===== src/hw/rtl/hsl2rgb_pkg.sv =====
// Shared constants and types of the HSL to RGB converter.
// No dependencies; every module of the converter imports it.
`timescale 1ns / 1ps

package hsl2rgb_pkg;

  localparam int FRAC_BITS_DEFAULT = 16;

  // Hue arithmetic, in 1/16 degree
  localparam int HUE_SECTOR = 960;    // 60 degrees
  localparam int HUE_BIAS   = 34560;  // six full turns, lifts any 16-bit hue above zero
  localparam int HUE_SHIFT  = 26;
  localparam logic [16:0] HUE_RECIP = 17'(((64'd1 << HUE_SHIFT) + 64'd959) / 64'd960);

  // Sector count and a reciprocal for dividing a sector count up to 70 by six
  localparam int SECTORS = 6;
  localparam int SIX_SHIFT = 8;
  localparam logic [5:0] SIX_RECIP = 6'd43;

  // 960 = 15 * 64 and 1600 = 25 * 64
  localparam int SECTOR_SHIFT = 6;
  localparam int SECTOR_ODD   = 15;
  localparam int PCT_FULL  = 1600;
  localparam int PCT_SHIFT = 6;
  localparam int PCT_ODD   = 25;

  typedef enum logic [2:0] {
    SEC_RED_YELLOW   = 3'd0,
    SEC_YELLOW_GREEN = 3'd1,
    SEC_GREEN_CYAN   = 3'd2,
    SEC_CYAN_BLUE    = 3'd3,
    SEC_BLUE_MAGENTA = 3'd4,
    SEC_MAGENTA_RED  = 3'd5
  } sector_t;

endpackage


===== src/hw/rtl/hsl_to_rgb_converter.sv =====
// Top level of the HSL to RGB converter.
// Instantiates hsl2rgb_front, hsl2rgb_chroma and hsl2rgb_mix; uses hsl2rgb_pkg.
`timescale 1ns / 1ps

// HSL to RGB color converter, one pixel per clock while nothing stalls.
//
// Input channel (hsl_valid / hsl_stall): hue in 1/16 degree (signed, any turn),
// saturation and lightness in 1/16 percent (clamped to 100 percent), alpha byte.
// A transfer happens on a rising edge with hsl_valid high and hsl_stall low.
// Output channel (rgb_valid / rgb_stall): 8-bit red, green, blue and the alpha
// byte, same transfer rule.
//
// Six register stages: stages A and B in the front end, C, D and E in the
// chroma stage and the output register in the mix stage. Throughput: one
// transfer per cycle while nothing stalls, set by the stage registers; no
// stage chains two wide multiplies (hue reciprocal, saturation and lightness
// scaling, chroma, weight, sector division).
//
// When the receiver holds rgb_stall, the output register holds its result;
// empty stages behind it keep filling, so hsl_stall rises only once all six
// stages hold an item. Reset (rst, synchronous) drops every valid bit; there
// is no state beyond the pipeline.
module hsl_to_rgb_converter #(
  parameter int FRAC_BITS = hsl2rgb_pkg::FRAC_BITS_DEFAULT
) (
  input  logic               clk,
  input  logic               rst,
  input  logic               hsl_valid,
  output logic               hsl_stall,
  input  logic signed [15:0] hue_sixteenths,
  input  logic [11:0]        saturation_sixteenths,
  input  logic [11:0]        lightness_sixteenths,
  input  logic [7:0]         alpha_in,
  output logic               rgb_valid,
  input  logic               rgb_stall,
  output logic [7:0]         red,
  output logic [7:0]         green,
  output logic [7:0]         blue,
  output logic [7:0]         alpha_out
);
  import hsl2rgb_pkg::*;

  // front -> chroma
  logic                 front_ready;
  logic                 fc_valid;
  logic                 fc_ready;
  sector_t              fc_sector;
  logic [9:0]           fc_weight;
  logic [FRAC_BITS:0]   fc_sat;
  logic [FRAC_BITS:0]   fc_light;
  logic [FRAC_BITS:0]   fc_span;
  logic [7:0]           fc_alpha;

  // chroma -> mix
  logic                 cm_valid;
  logic                 cm_ready;
  sector_t              cm_sector;
  logic [FRAC_BITS:0]   cm_chroma;
  logic [FRAC_BITS:0]   cm_second;
  logic [FRAC_BITS:0]   cm_offset;
  logic [7:0]           cm_alpha;

  // stall is the inverse of the first stage's ready
  assign hsl_stall = !front_ready;

  hsl2rgb_front #(.FRAC_BITS(FRAC_BITS)) u_front (
    .clk        (clk),
    .rst        (rst),
    .in_valid   (hsl_valid),
    .in_ready   (front_ready),
    .hue        (hue_sixteenths),
    .sat        (saturation_sixteenths),
    .light      (lightness_sixteenths),
    .alpha      (alpha_in),
    .out_valid  (fc_valid),
    .out_ready  (fc_ready),
    .sector     (fc_sector),
    .weight     (fc_weight),
    .sat_unit   (fc_sat),
    .light_unit (fc_light),
    .span       (fc_span),
    .alpha_q    (fc_alpha)
  );

  hsl2rgb_chroma #(.FRAC_BITS(FRAC_BITS)) u_chroma (
    .clk        (clk),
    .rst        (rst),
    .in_valid   (fc_valid),
    .in_ready   (fc_ready),
    .sector     (fc_sector),
    .weight     (fc_weight),
    .sat_unit   (fc_sat),
    .light_unit (fc_light),
    .span       (fc_span),
    .alpha      (fc_alpha),
    .out_valid  (cm_valid),
    .out_ready  (cm_ready),
    .sector_q   (cm_sector),
    .chroma_q   (cm_chroma),
    .second_q   (cm_second),
    .offset_q   (cm_offset),
    .alpha_q    (cm_alpha)
  );

  // output register lives in the mix stage; advance it whenever the receiver
  // is not stalling
  hsl2rgb_mix #(.FRAC_BITS(FRAC_BITS)) u_mix (
    .clk        (clk),
    .rst        (rst),
    .in_valid   (cm_valid),
    .in_ready   (cm_ready),
    .sector     (cm_sector),
    .chroma     (cm_chroma),
    .second     (cm_second),
    .offset     (cm_offset),
    .alpha      (cm_alpha),
    .out_valid  (rgb_valid),
    .out_ready  (!rgb_stall),
    .red        (red),
    .green      (green),
    .blue       (blue),
    .alpha_q    (alpha_out)
  );

endmodule


===== src/hw/rtl/hsl2rgb_front.sv =====
// Front end: hue wrap into sector and weight, saturation and lightness to fixed point.
// Two register stages. Uses hsl2rgb_pkg.
`timescale 1ns / 1ps

module hsl2rgb_front #(
  parameter int FRAC_BITS = hsl2rgb_pkg::FRAC_BITS_DEFAULT
) (
  input  logic                  clk,
  input  logic                  rst,
  input  logic                  in_valid,
  output logic                  in_ready,
  input  logic signed [15:0]    hue,
  input  logic [11:0]           sat,
  input  logic [11:0]           light,
  input  logic [7:0]            alpha,
  output logic                  out_valid,
  input  logic                  out_ready,
  output hsl2rgb_pkg::sector_t  sector,
  output logic [9:0]            weight,
  output logic [FRAC_BITS:0]    sat_unit,
  output logic [FRAC_BITS:0]    light_unit,
  output logic [FRAC_BITS:0]    span,
  output logic [7:0]            alpha_q
);
  import hsl2rgb_pkg::*;

  localparam int UNIT_W    = FRAC_BITS + 1;
  localparam int NUM_W     = FRAC_BITS + 5;
  localparam int DIV_SHIFT = NUM_W + 5;
  localparam int PROD_W    = 2 * NUM_W + 1;
  localparam logic [NUM_W:0] DIV_RECIP =
    (NUM_W + 1)'(((64'd1 << DIV_SHIFT) + 64'(PCT_ODD - 1)) / 64'(PCT_ODD));

  // stage A
  logic              a_valid;
  logic [16:0]       a_u;
  logic [33:0]       a_hue_prod;
  logic [PROD_W-1:0] a_sat_prod;
  logic [PROD_W-1:0] a_light_prod;
  logic [7:0]        a_alpha;
  logic              a_ready;
  logic              b_ready;

  logic signed [17:0] hue_biased;
  logic [16:0]        u_next;
  logic [10:0]        sat_clamp;
  logic [10:0]        light_clamp;
  logic [NUM_W-1:0]   sat_num;
  logic [NUM_W-1:0]   light_num;

  assign hue_biased  = 18'(hue) + 18'(HUE_BIAS);
  assign u_next      = hue_biased[16:0];
  assign sat_clamp   = (sat > 12'(PCT_FULL)) ? 11'(PCT_FULL) : sat[10:0];
  assign light_clamp = (light > 12'(PCT_FULL)) ? 11'(PCT_FULL) : light[10:0];
  assign sat_num     = NUM_W'(sat_clamp) << (FRAC_BITS - PCT_SHIFT);
  assign light_num   = NUM_W'(light_clamp) << (FRAC_BITS - PCT_SHIFT);

  assign b_ready  = !out_valid || out_ready;
  assign a_ready  = !a_valid || b_ready;
  assign in_ready = a_ready;

  always_ff @(posedge clk) begin
    if (rst) begin
      a_valid <= 1'b0;
    end else if (a_ready) begin
      a_valid <= in_valid;
    end
  end

  always_ff @(posedge clk) begin
    if (a_ready && in_valid) begin
      a_u          <= u_next;
      a_hue_prod   <= 34'(u_next) * 34'(HUE_RECIP);
      a_sat_prod   <= PROD_W'(sat_num) * PROD_W'(DIV_RECIP);
      a_light_prod <= PROD_W'(light_num) * PROD_W'(DIV_RECIP);
      a_alpha      <= alpha;
    end
  end

  // stage B
  logic [6:0]        turns6;
  logic [16:0]       rem_full;
  logic [9:0]        rem;
  logic [11:0]       six_prod;
  logic [3:0]        turns;
  logic [6:0]        sec_full;
  logic [9:0]        weight_next;
  logic [UNIT_W-1:0] sat_next;
  logic [UNIT_W-1:0] light_next;
  logic [UNIT_W:0]   light_dbl;
  logic [UNIT_W:0]   span_wide;

  assign turns6      = a_hue_prod[HUE_SHIFT +: 7];
  assign rem_full    = a_u - 17'(turns6) * 17'(HUE_SECTOR);
  assign rem         = rem_full[9:0];
  assign six_prod    = 12'(turns6) * 12'(SIX_RECIP);
  assign turns       = six_prod[SIX_SHIFT +: 4];
  assign sec_full    = turns6 - 7'(turns) * 7'(SECTORS);
  // odd sectors count the weight down, even ones up
  assign weight_next = turns6[0] ? (10'(HUE_SECTOR) - rem) : rem;
  assign sat_next    = a_sat_prod[DIV_SHIFT +: UNIT_W];
  assign light_next  = a_light_prod[DIV_SHIFT +: UNIT_W];
  assign light_dbl   = {light_next, 1'b0};
  assign span_wide   = (light_next[FRAC_BITS] || light_next[FRAC_BITS-1])
                     ? (((UNIT_W + 1)'(1) << UNIT_W) - light_dbl) : light_dbl;

  always_ff @(posedge clk) begin
    if (rst) begin
      out_valid <= 1'b0;
    end else if (b_ready) begin
      out_valid <= a_valid;
    end
  end

  always_ff @(posedge clk) begin
    if (b_ready && a_valid) begin
      sector     <= sector_t'(sec_full[2:0]);
      weight     <= weight_next;
      sat_unit   <= sat_next;
      light_unit <= light_next;
      span       <= span_wide[UNIT_W-1:0];
      alpha_q    <= a_alpha;
    end
  end

endmodule


===== src/hw/rtl/hsl2rgb_chroma.sv =====
// Chroma, offset and secondary component, three register stages.
// Uses hsl2rgb_pkg.
`timescale 1ns / 1ps

module hsl2rgb_chroma #(
  parameter int FRAC_BITS = hsl2rgb_pkg::FRAC_BITS_DEFAULT
) (
  input  logic                  clk,
  input  logic                  rst,
  input  logic                  in_valid,
  output logic                  in_ready,
  input  hsl2rgb_pkg::sector_t  sector,
  input  logic [9:0]            weight,
  input  logic [FRAC_BITS:0]    sat_unit,
  input  logic [FRAC_BITS:0]    light_unit,
  input  logic [FRAC_BITS:0]    span,
  input  logic [7:0]            alpha,
  output logic                  out_valid,
  input  logic                  out_ready,
  output hsl2rgb_pkg::sector_t  sector_q,
  output logic [FRAC_BITS:0]    chroma_q,
  output logic [FRAC_BITS:0]    second_q,
  output logic [FRAC_BITS:0]    offset_q,
  output logic [7:0]            alpha_q
);
  import hsl2rgb_pkg::*;

  localparam int UNIT_W = FRAC_BITS + 1;
  localparam int CP_W   = 2 * UNIT_W;
  localparam int XW_W   = UNIT_W + 10;
  localparam int XN_W   = XW_W - SECTOR_SHIFT;
  localparam int XK     = XN_W + 4;
  localparam int XP_W   = 2 * FRAC_BITS + 11;
  localparam logic [FRAC_BITS+5:0] X_RECIP =
    (FRAC_BITS + 6)'(((64'd1 << XK) + 64'(SECTOR_ODD - 1)) / 64'(SECTOR_ODD));

  logic c_ready;
  logic d_ready;
  logic e_ready;

  // stage C: span times saturation
  logic              c_valid;
  logic [CP_W-1:0]   c_prod;
  sector_t           c_sector;
  logic [9:0]        c_weight;
  logic [UNIT_W-1:0] c_light;
  logic [7:0]        c_alpha;

  // stage D: chroma times weight, offset
  logic              d_valid;
  logic [XW_W-1:0]   d_xw;
  logic [UNIT_W-1:0] d_chroma;
  logic [UNIT_W-1:0] d_offset;
  sector_t           d_sector;
  logic [7:0]        d_alpha;

  // stage E: divide by one sector width
  logic [XP_W-1:0]   x_prod;

  logic [UNIT_W-1:0] chroma_next;
  logic [XN_W-1:0]   xn;

  assign e_ready  = !out_valid || out_ready;
  assign d_ready  = !d_valid || e_ready;
  assign c_ready  = !c_valid || d_ready;
  assign in_ready = c_ready;

  assign chroma_next = c_prod[FRAC_BITS +: UNIT_W];
  assign xn          = d_xw[XW_W-1:SECTOR_SHIFT];
  assign second_q    = x_prod[XK +: UNIT_W];

  always_ff @(posedge clk) begin
    if (rst) begin
      c_valid   <= 1'b0;
      d_valid   <= 1'b0;
      out_valid <= 1'b0;
    end else begin
      if (c_ready) begin
        c_valid <= in_valid;
      end
      if (d_ready) begin
        d_valid <= c_valid;
      end
      if (e_ready) begin
        out_valid <= d_valid;
      end
    end
  end

  always_ff @(posedge clk) begin
    if (c_ready && in_valid) begin
      c_prod   <= CP_W'(span) * CP_W'(sat_unit);
      c_sector <= sector;
      c_weight <= weight;
      c_light  <= light_unit;
      c_alpha  <= alpha;
    end
    if (d_ready && c_valid) begin
      d_xw     <= XW_W'(chroma_next) * XW_W'(c_weight);
      d_chroma <= chroma_next;
      d_offset <= c_light - (chroma_next >> 1);
      d_sector <= c_sector;
      d_alpha  <= c_alpha;
    end
    if (e_ready && d_valid) begin
      x_prod   <= XP_W'(xn) * XP_W'(X_RECIP);
      chroma_q <= d_chroma;
      offset_q <= d_offset;
      sector_q <= d_sector;
      alpha_q  <= d_alpha;
    end
  end

endmodule


===== src/hw/rtl/hsl2rgb_mix.sv =====
// Sector routing, offset add, clamp and byte scaling into the output register.
// Uses hsl2rgb_pkg.
`timescale 1ns / 1ps

module hsl2rgb_mix #(
  parameter int FRAC_BITS = hsl2rgb_pkg::FRAC_BITS_DEFAULT
) (
  input  logic                  clk,
  input  logic                  rst,
  input  logic                  in_valid,
  output logic                  in_ready,
  input  hsl2rgb_pkg::sector_t  sector,
  input  logic [FRAC_BITS:0]    chroma,
  input  logic [FRAC_BITS:0]    second,
  input  logic [FRAC_BITS:0]    offset,
  input  logic [7:0]            alpha,
  output logic                  out_valid,
  input  logic                  out_ready,
  output logic [7:0]            red,
  output logic [7:0]            green,
  output logic [7:0]            blue,
  output logic [7:0]            alpha_q
);
  import hsl2rgb_pkg::*;

  localparam int UNIT_W = FRAC_BITS + 1;

  function automatic logic [7:0] to_byte(input logic [UNIT_W:0] v);
    logic [UNIT_W:0]      clamped;
    logic [FRAC_BITS+9:0] scaled;
    clamped = (v > ((UNIT_W + 1)'(1) << FRAC_BITS)) ? ((UNIT_W + 1)'(1) << FRAC_BITS) : v;
    scaled  = ((FRAC_BITS + 10)'(clamped) << 8) - (FRAC_BITS + 10)'(clamped);
    return scaled[FRAC_BITS +: 8];
  endfunction

  logic [UNIT_W-1:0] r_comp;
  logic [UNIT_W-1:0] g_comp;
  logic [UNIT_W-1:0] b_comp;

  always_comb begin
    r_comp = '0;
    g_comp = '0;
    b_comp = '0;
    case (sector)
      SEC_RED_YELLOW: begin
        r_comp = chroma;
        g_comp = second;
      end
      SEC_YELLOW_GREEN: begin
        r_comp = second;
        g_comp = chroma;
      end
      SEC_GREEN_CYAN: begin
        g_comp = chroma;
        b_comp = second;
      end
      SEC_CYAN_BLUE: begin
        g_comp = second;
        b_comp = chroma;
      end
      SEC_BLUE_MAGENTA: begin
        r_comp = second;
        b_comp = chroma;
      end
      default: begin
        r_comp = chroma;
        b_comp = second;
      end
    endcase
  end

  assign in_ready = !out_valid || out_ready;

  always_ff @(posedge clk) begin
    if (rst) begin
      out_valid <= 1'b0;
    end else if (in_ready) begin
      out_valid <= in_valid;
    end
  end

  always_ff @(posedge clk) begin
    if (in_ready && in_valid) begin
      red     <= to_byte((UNIT_W + 1)'(r_comp) + (UNIT_W + 1)'(offset));
      green   <= to_byte((UNIT_W + 1)'(g_comp) + (UNIT_W + 1)'(offset));
      blue    <= to_byte((UNIT_W + 1)'(b_comp) + (UNIT_W + 1)'(offset));
      alpha_q <= alpha;
    end
  end

endmodule


===== config.mk =====
export PLATFORM = sky130hd
export DESIGN_NAME = hsl_to_rgb_converter
export DESIGN_NICKNAME = d
export VERILOG_FILES = /design/src/hw/rtl/hsl2rgb_pkg.sv /design/src/hw/rtl/hsl_to_rgb_converter.sv /design/src/hw/rtl/hsl2rgb_front.sv /design/src/hw/rtl/hsl2rgb_chroma.sv /design/src/hw/rtl/hsl2rgb_mix.sv
export SDC_FILE = /design/constraint.sdc
export NUM_CORES = 2
export LEC_CHECK = 0
export BUFFER_PORTS_ARGS = -buffer_cell sky130_fd_sc_hd__buf_2
export CORE_ASPECT_RATIO = 1.1
export CORE_MARGIN = 4
export CORE_UTILIZATION = 66
export DETAILED_ROUTE_END_ITERATION = 10
export PLACE_DENSITY = 0.83
export REMOVE_ABC_BUFFERS = 1
export SKIP_CTS_REPAIR_TIMING = 1
export SLEW_MARGIN = 30
export SYNTH_ARGS = -nofsm -noshare
export SYNTH_HDL_FRONTEND = slang
export SYNTH_HIERARCHICAL = 1
export SYNTH_SLANG_ARGS = --single-unit

===== constraint.sdc =====
create_clock -name clk -period 7.1 [get_ports clk]
set_input_delay 0.355 -clock clk [delete_from_list [all_inputs] [get_ports clk]]
set_output_delay 0.355 -clock clk [all_outputs]
set_load 0.01 [all_outputs]

# Word level (Yosys, flattened, before mapping)
# Cells that the tools add are included.
# W data, S select, Z words.
# word_totals
ff_bits,456
input_bits,52
# classes
n_addsub,12
multipliers,9
order_cmp,5
n_eq_ne,4
mux,10
n_reduce_logical,28
# op_table
operator,n
$pmux W17 S2,3
$sub A24 B18 Y24,3
$mul A11 B22 Y33 const B,2
$add A17 B17 Y18,3
$gt A18 B17 Y1 const B,3
$mux W18,3
$mul A21 B22 Y42 const B,1
$mul A17 B17 Y33,1
$mul A17 B16 Y32 const B,1
$mul A17 B10 Y27,1
$gt A12 B11 Y1 const B,2
$mux W11,2
$add A16 B17 Y17 const B,1
$mux W17,1
$sub A1 B17 Y17 const A,1
$sub A17 B16 Y17,1
$mul A7 B6 Y12 const B,1
$reduce_or A2 Y1,6
$mux W10,1
$sub A10 B10 Y10,1
$sub A10 B10 Y10 const A,1
$logic_not A1 Y1,8
$logic_or A1 B1 Y1,7
$mul A7 B4 Y4 const B,1
other kinds (7),13

# Longest topological paths before layout
# logic_depth
depth_word,8
depth_mapped,32
mapped_depth_nobuf,28

# Hierarchy
# Netlist, hierarchy kept.
# by_module_without_submodules
mod,instances,cells_per_inst,area_per_inst_um2,seq_area_each_um2
hsl2rgb_chroma,1,2503,25456.9,5555.3
hsl2rgb_front,1,1354,15159.5,3913.8
hsl2rgb_mix,1,787,6232.2,980.9
hsl_to_rgb_converter,1,2,7.5,0.0

# Worst setup path before layout
# No wires, ideal clock.
# synth_timing
path_kind,reg2reg
startpoint,reg u_front.sat_unit[10]
endpoint,"reg u_chroma.c_prod[30], data pin"
arrival_ns,6.035
required_time_ns,6.841
setup_slack_ns,0.806
stages_incl_launch_ff,23
path_buffers,2
synth_period_minus_slack_ns,6.294
path_cell_list,edfxtp_1 -> clkbuf_1 -> clkbuf_1 -> nand2_1 -> fa_1 -> inv_1 -> fa_1 -> fa_1 -> fa_1 -> fa_1 -> inv_1 -> fa_1 -> inv_1 -> ha_1 -> a21oi_1 -> o21ai_0 -> a31oi_1 -> o31ai_2 -> a21o_1 -> o221a_2 -> a2111o_1 -> and2_1 -> xor2_1
# synth_via
elab_chain_cells,1
# synth_rtl
element,line_no,rtl
"start, declared",hsl2rgb_front.sv:20,"output logic [FRAC_BITS:0] sat_unit,"
"start signal, assigned",hsl2rgb_front.sv:119,sat_unit <= sat_next;
$mul A17 B17 Y33,hsl2rgb_chroma.sv:92,c_prod <= CP_W'(span) * CP_W'(sat_unit);
"end signal, assigned",hsl2rgb_chroma.sv:92,
"end, declared",hsl2rgb_chroma.sv:43,logic [CP_W-1:0] c_prod;
# Every way passes these cells.
# A chain may end at the register's enable or synchronous reset.

# Final worst setup path
# layout_timing
startpoint,reg u_chroma.sector_q[1]
endpoint,"reg u_mix.blue[7], data pin"
# layout_via
elab_chain_cells,7
word_cells_on_any_way,11
# layout_rtl
element,line_no,rtl
"start, declared",hsl2rgb_chroma.sv:20,"output hsl2rgb_pkg::sector_t sector_q,"
"start signal, assigned",hsl2rgb_chroma.sv:109,sector_q <= d_sector;
"$eq A3 B2 Y1, or another cell as far along",hsl2rgb_mix.sv:44,case (sector)
$reduce_or A2 Y1 (no line),--,
$pmux W17 S2 (*),hsl2rgb_mix.sv:44,
$add A17 B17 Y18 (*),hsl2rgb_mix.sv:86,blue <= to_byte((UNIT_W + 1)'(b_comp) + (UNIT_W + 1)'(offset));
$gt A18 B17 Y1,hsl2rgb_mix.sv:31,clamped = (v > ((UNIT_W + 1)'(1) << FRAC_BITS)) ? ((UNIT_W + 1)'(1) << FRAC_BITS) : v;
$mux W18 (*),hsl2rgb_mix.sv:31,
$sub A24 B18 Y24 (*),hsl2rgb_mix.sv:32,scaled = ((FRAC_BITS + 10)'(clamped) << 8) - (FRAC_BITS + 10)'(clamped);
"end signal, assigned",hsl2rgb_mix.sv:86,
"end, declared",hsl2rgb_mix.sv:21,"output logic [7:0] blue,"
# Every way passes the cells marked *; elsewhere a longest branch is shown, timed or not.

==> results.cfg <==
[worst_setup_path]
r2r_slack_ps = 490
ff2ff_path_depth = 29
cp.arrival_ps = 6940
cp-end-kind = flop
slowest_stage = edfxtp_1
required_ps = 7430
cpPeakStageDelay_ps = 460
reg2reg_to = u_mix/blue[7]$_DFFE_PP_
start_kind = flop
critPathKind = reg -> reg
crit_path_max_fanout = 17
r2r_start = u_chroma/sector_q[1]$_DFFE_PP_

[clock_network]
clk_pin_slew_worst_paths_ps = 60
cts_tree = built
cts_buffers = 41
cts_sinks = 350
clk_latency_ps = 600
cts_buffer_depth = 3
cts_max_level = 2
clock-root-buffer = clkbuf_16

[sta]
setup_viol = 0
worst_pin_slew_ps = 883
min_period_ps = 6610
slew_violations = 0
slew_headroom = 0.412
hold_viol = 0
fin_skew_ps = 22.5
finalCritPeriodShare = 0.931
max_freq_mhz = 151
tns_ps = 0

[cells_and_area]
largest_reg_flops = 21
top_register = u_chroma/d_xw
area_growth_pct = 6.49
finalInstanceArea_um2 = 49900
drive_gt1_frac = 0.0572
finalNetCount = 6089

[route]
ant_nets = 0
drtIter0Drc = 2291
wirelength_mm = 104
via_per_inst = 5.80
dr.pass1.iters = 6
via_count = 33000
routedWlPerCell_um = 18.2
drc = 0

[logic_synthesis]
ys_types = 106
synth_edf_count = 344
syn_area_um2 = 46900
synth_async_sr_flop_share = 0
synth_cells = 4646
synth_flop_cell = edfxtp_1
yosys-top-cells-area = fa_1 24%, edfxtp_1 22%, ha_1 20%, inv_1 7.1%, nand2_1 3.5%
yosysMostFrequentCell = inv_1
syn_area_per_cell_um2 = 10.1
yosys_warnings = 6
synth_commonest_cells = 891 x inv_1, 753 x ha_1, 561 x fa_1
synth-seq-cells = 350
yosys.area.top_type = fa_1
synth_top_area_frac = 0.240
synth_seq_area_share = 0.223

[global_routing]
grt_pass1_wl_mm = 171
grtUsageTotal = 0.282
grt_pass1_vias = 34900
grt_max_degree = 67
antenna_found_initial = 0
gr-total-overflow = 0

[floorplan]
rows = 102
initial_utilization = 0.666
core_region_area_um2 = 70300
ioPinCount = 86
die_y_um = 287
die_area_um2 = 75300
fp.dieW_um = 262

[outcome]
status = finished, final reports clean

[placed_design]
numPortBuffers = 85
hpwl_mm = 84.1
dpl-instance-area_um2 = 48400
gp_congestion = 0.964

[worst_hold_path]
min_from = rst
hold_path_class = in -> reg
hold_path_depth = 2
min_to = u_mix/out_valid$_SDFFE_PP0N_

[run]
drv_cap = 0
==> layer usage <==
layer,global-route usage,wire length (um)
met5,0,0
met4,0.0935,3890
met3,0.0422,6180
met2,0.501,52400
met1,0.352,41000
==> how the worst max path moves through the flow <==
| stage | from | end | slack (ps) | depth (start not counted) |
|---|---|---|---|---|
| 2_1_floorplan | u_chroma/sector_q[0]$_DFFE_PP_ | u_mix/blue[7]$_DFFE_PP_ | 850 | 25 |
| 3_3_place_gp | lightness_sixteenths[0] | u_front/a_light_prod[41]$_DFFE_PP_ | 530 | 21 |
| 3_5_place_dp | lightness_sixteenths[0] | u_front/a_light_prod[41]$_DFFE_PP_ | 340 | 24 |
| 4_1_cts | u_chroma/sector_q[1]$_DFFE_PP_ | u_mix/blue[7]$_DFFE_PP_ | 420 | 29 |
| 5_1_grt | u_chroma/sector_q[0]$_DFFE_PP_ | u_mix/blue[7]$_DFFE_PP_ | -60 | 27 |
| 6_report | u_chroma/sector_q[1]$_DFFE_PP_ | u_mix/blue[7]$_DFFE_PP_ | 490 | 29 |
==> worst max-delay path, delay by kind of cell, from the launching register on <==
kind	cells	cell delay [ps]
xor gates and xnor gates	2	360
DFF	1	460
adders and majority gates	3	900
and+or+nand+nor	6	1050
buffers and inverters	1	170
AOI/OAI and AO/OA	17	3380
==> metrics by stage <==
| stage | utilization | worst slack, ps | hold slack (ps) | std cells |
|---|---|---|---|---|
| after detailed placement | 0.688 | 343 | 405 | 5605 |
| after global routing | 0.710 | -61.0 | 11.0 | 5692 |
| after floorplan | - | 849 | 400 | 4543 |
| final | 0.710 | 492 | 12.8 | 5693 |
| after CTS | 0.708 | 420 | -84.9 | 5681 |
| after global placement | 0.688 | 528 | 400 | 5605 |
==> placed cells by master, fill, tap and decap left out, types with 13 or more instances in the layout <==
cell and count:
nand4_1 27, or2_2 18, a22o_1 34, nand2b_1 31, nor2b_1 50, a31oi_1 24
a211oi_1 28, buf_4 41, o211ai_1 19, nand3_1 44, a21o_1 81, a21oi_1 161
or3_1 20, clkbuf_16 41, o21a_1 27, o31ai_1 17, edfxtp_1 344, and2_1 215
xnor2_1 127, mux2i_1 13, nor2_1 155, nand2_1 432, ha_1 753, o21ai_1 15
and3_1 31, xor2_1 63, fa_1 561, o21ai_0 103, nor3_1 43, inv_1 891
buf_2 85
==> logic make-up (layout without fill, tap and decap cells) <==
| family | Yosys count | in the layout | share of synthesized area |
|---|---|---|---|
| compound gates | 658 | 658 | 0.0973 |
| buf+inv | 995 | 1105 | 0.0807 |
| other cells | 2 | 3 | 0.000160 |
| mux | 16 | 16 | 0.00350 |
| flops | 350 | 350 | 0.223 |
| xor+xnor | 190 | 190 | 0.0355 |
| fa+ha+maj | 1315 | 1315 | 0.441 |
| simple gates | 1120 | 1120 | 0.119 |
==> cell type report <==
| type | count | area, um^2 |
|---|---|---|
| well taps | 936 | 1170 |
| diodes | 1 | 2.50 |
| repair buffers | 137 | 843 |
| fillers | 4964 | 20400 |
| flip-flops and latches | 350 | 10500 |
| clock buffers | 44 | 1040 |
| inverters | 892 | 3350 |
| clock inverters | 32 | 358 |
| multi-input cells | 3301 | 32700 |
Power is left out: the tool's default activity adds up to more than one toggle a clock period on the data nets, which glitch-free logic cannot reach.
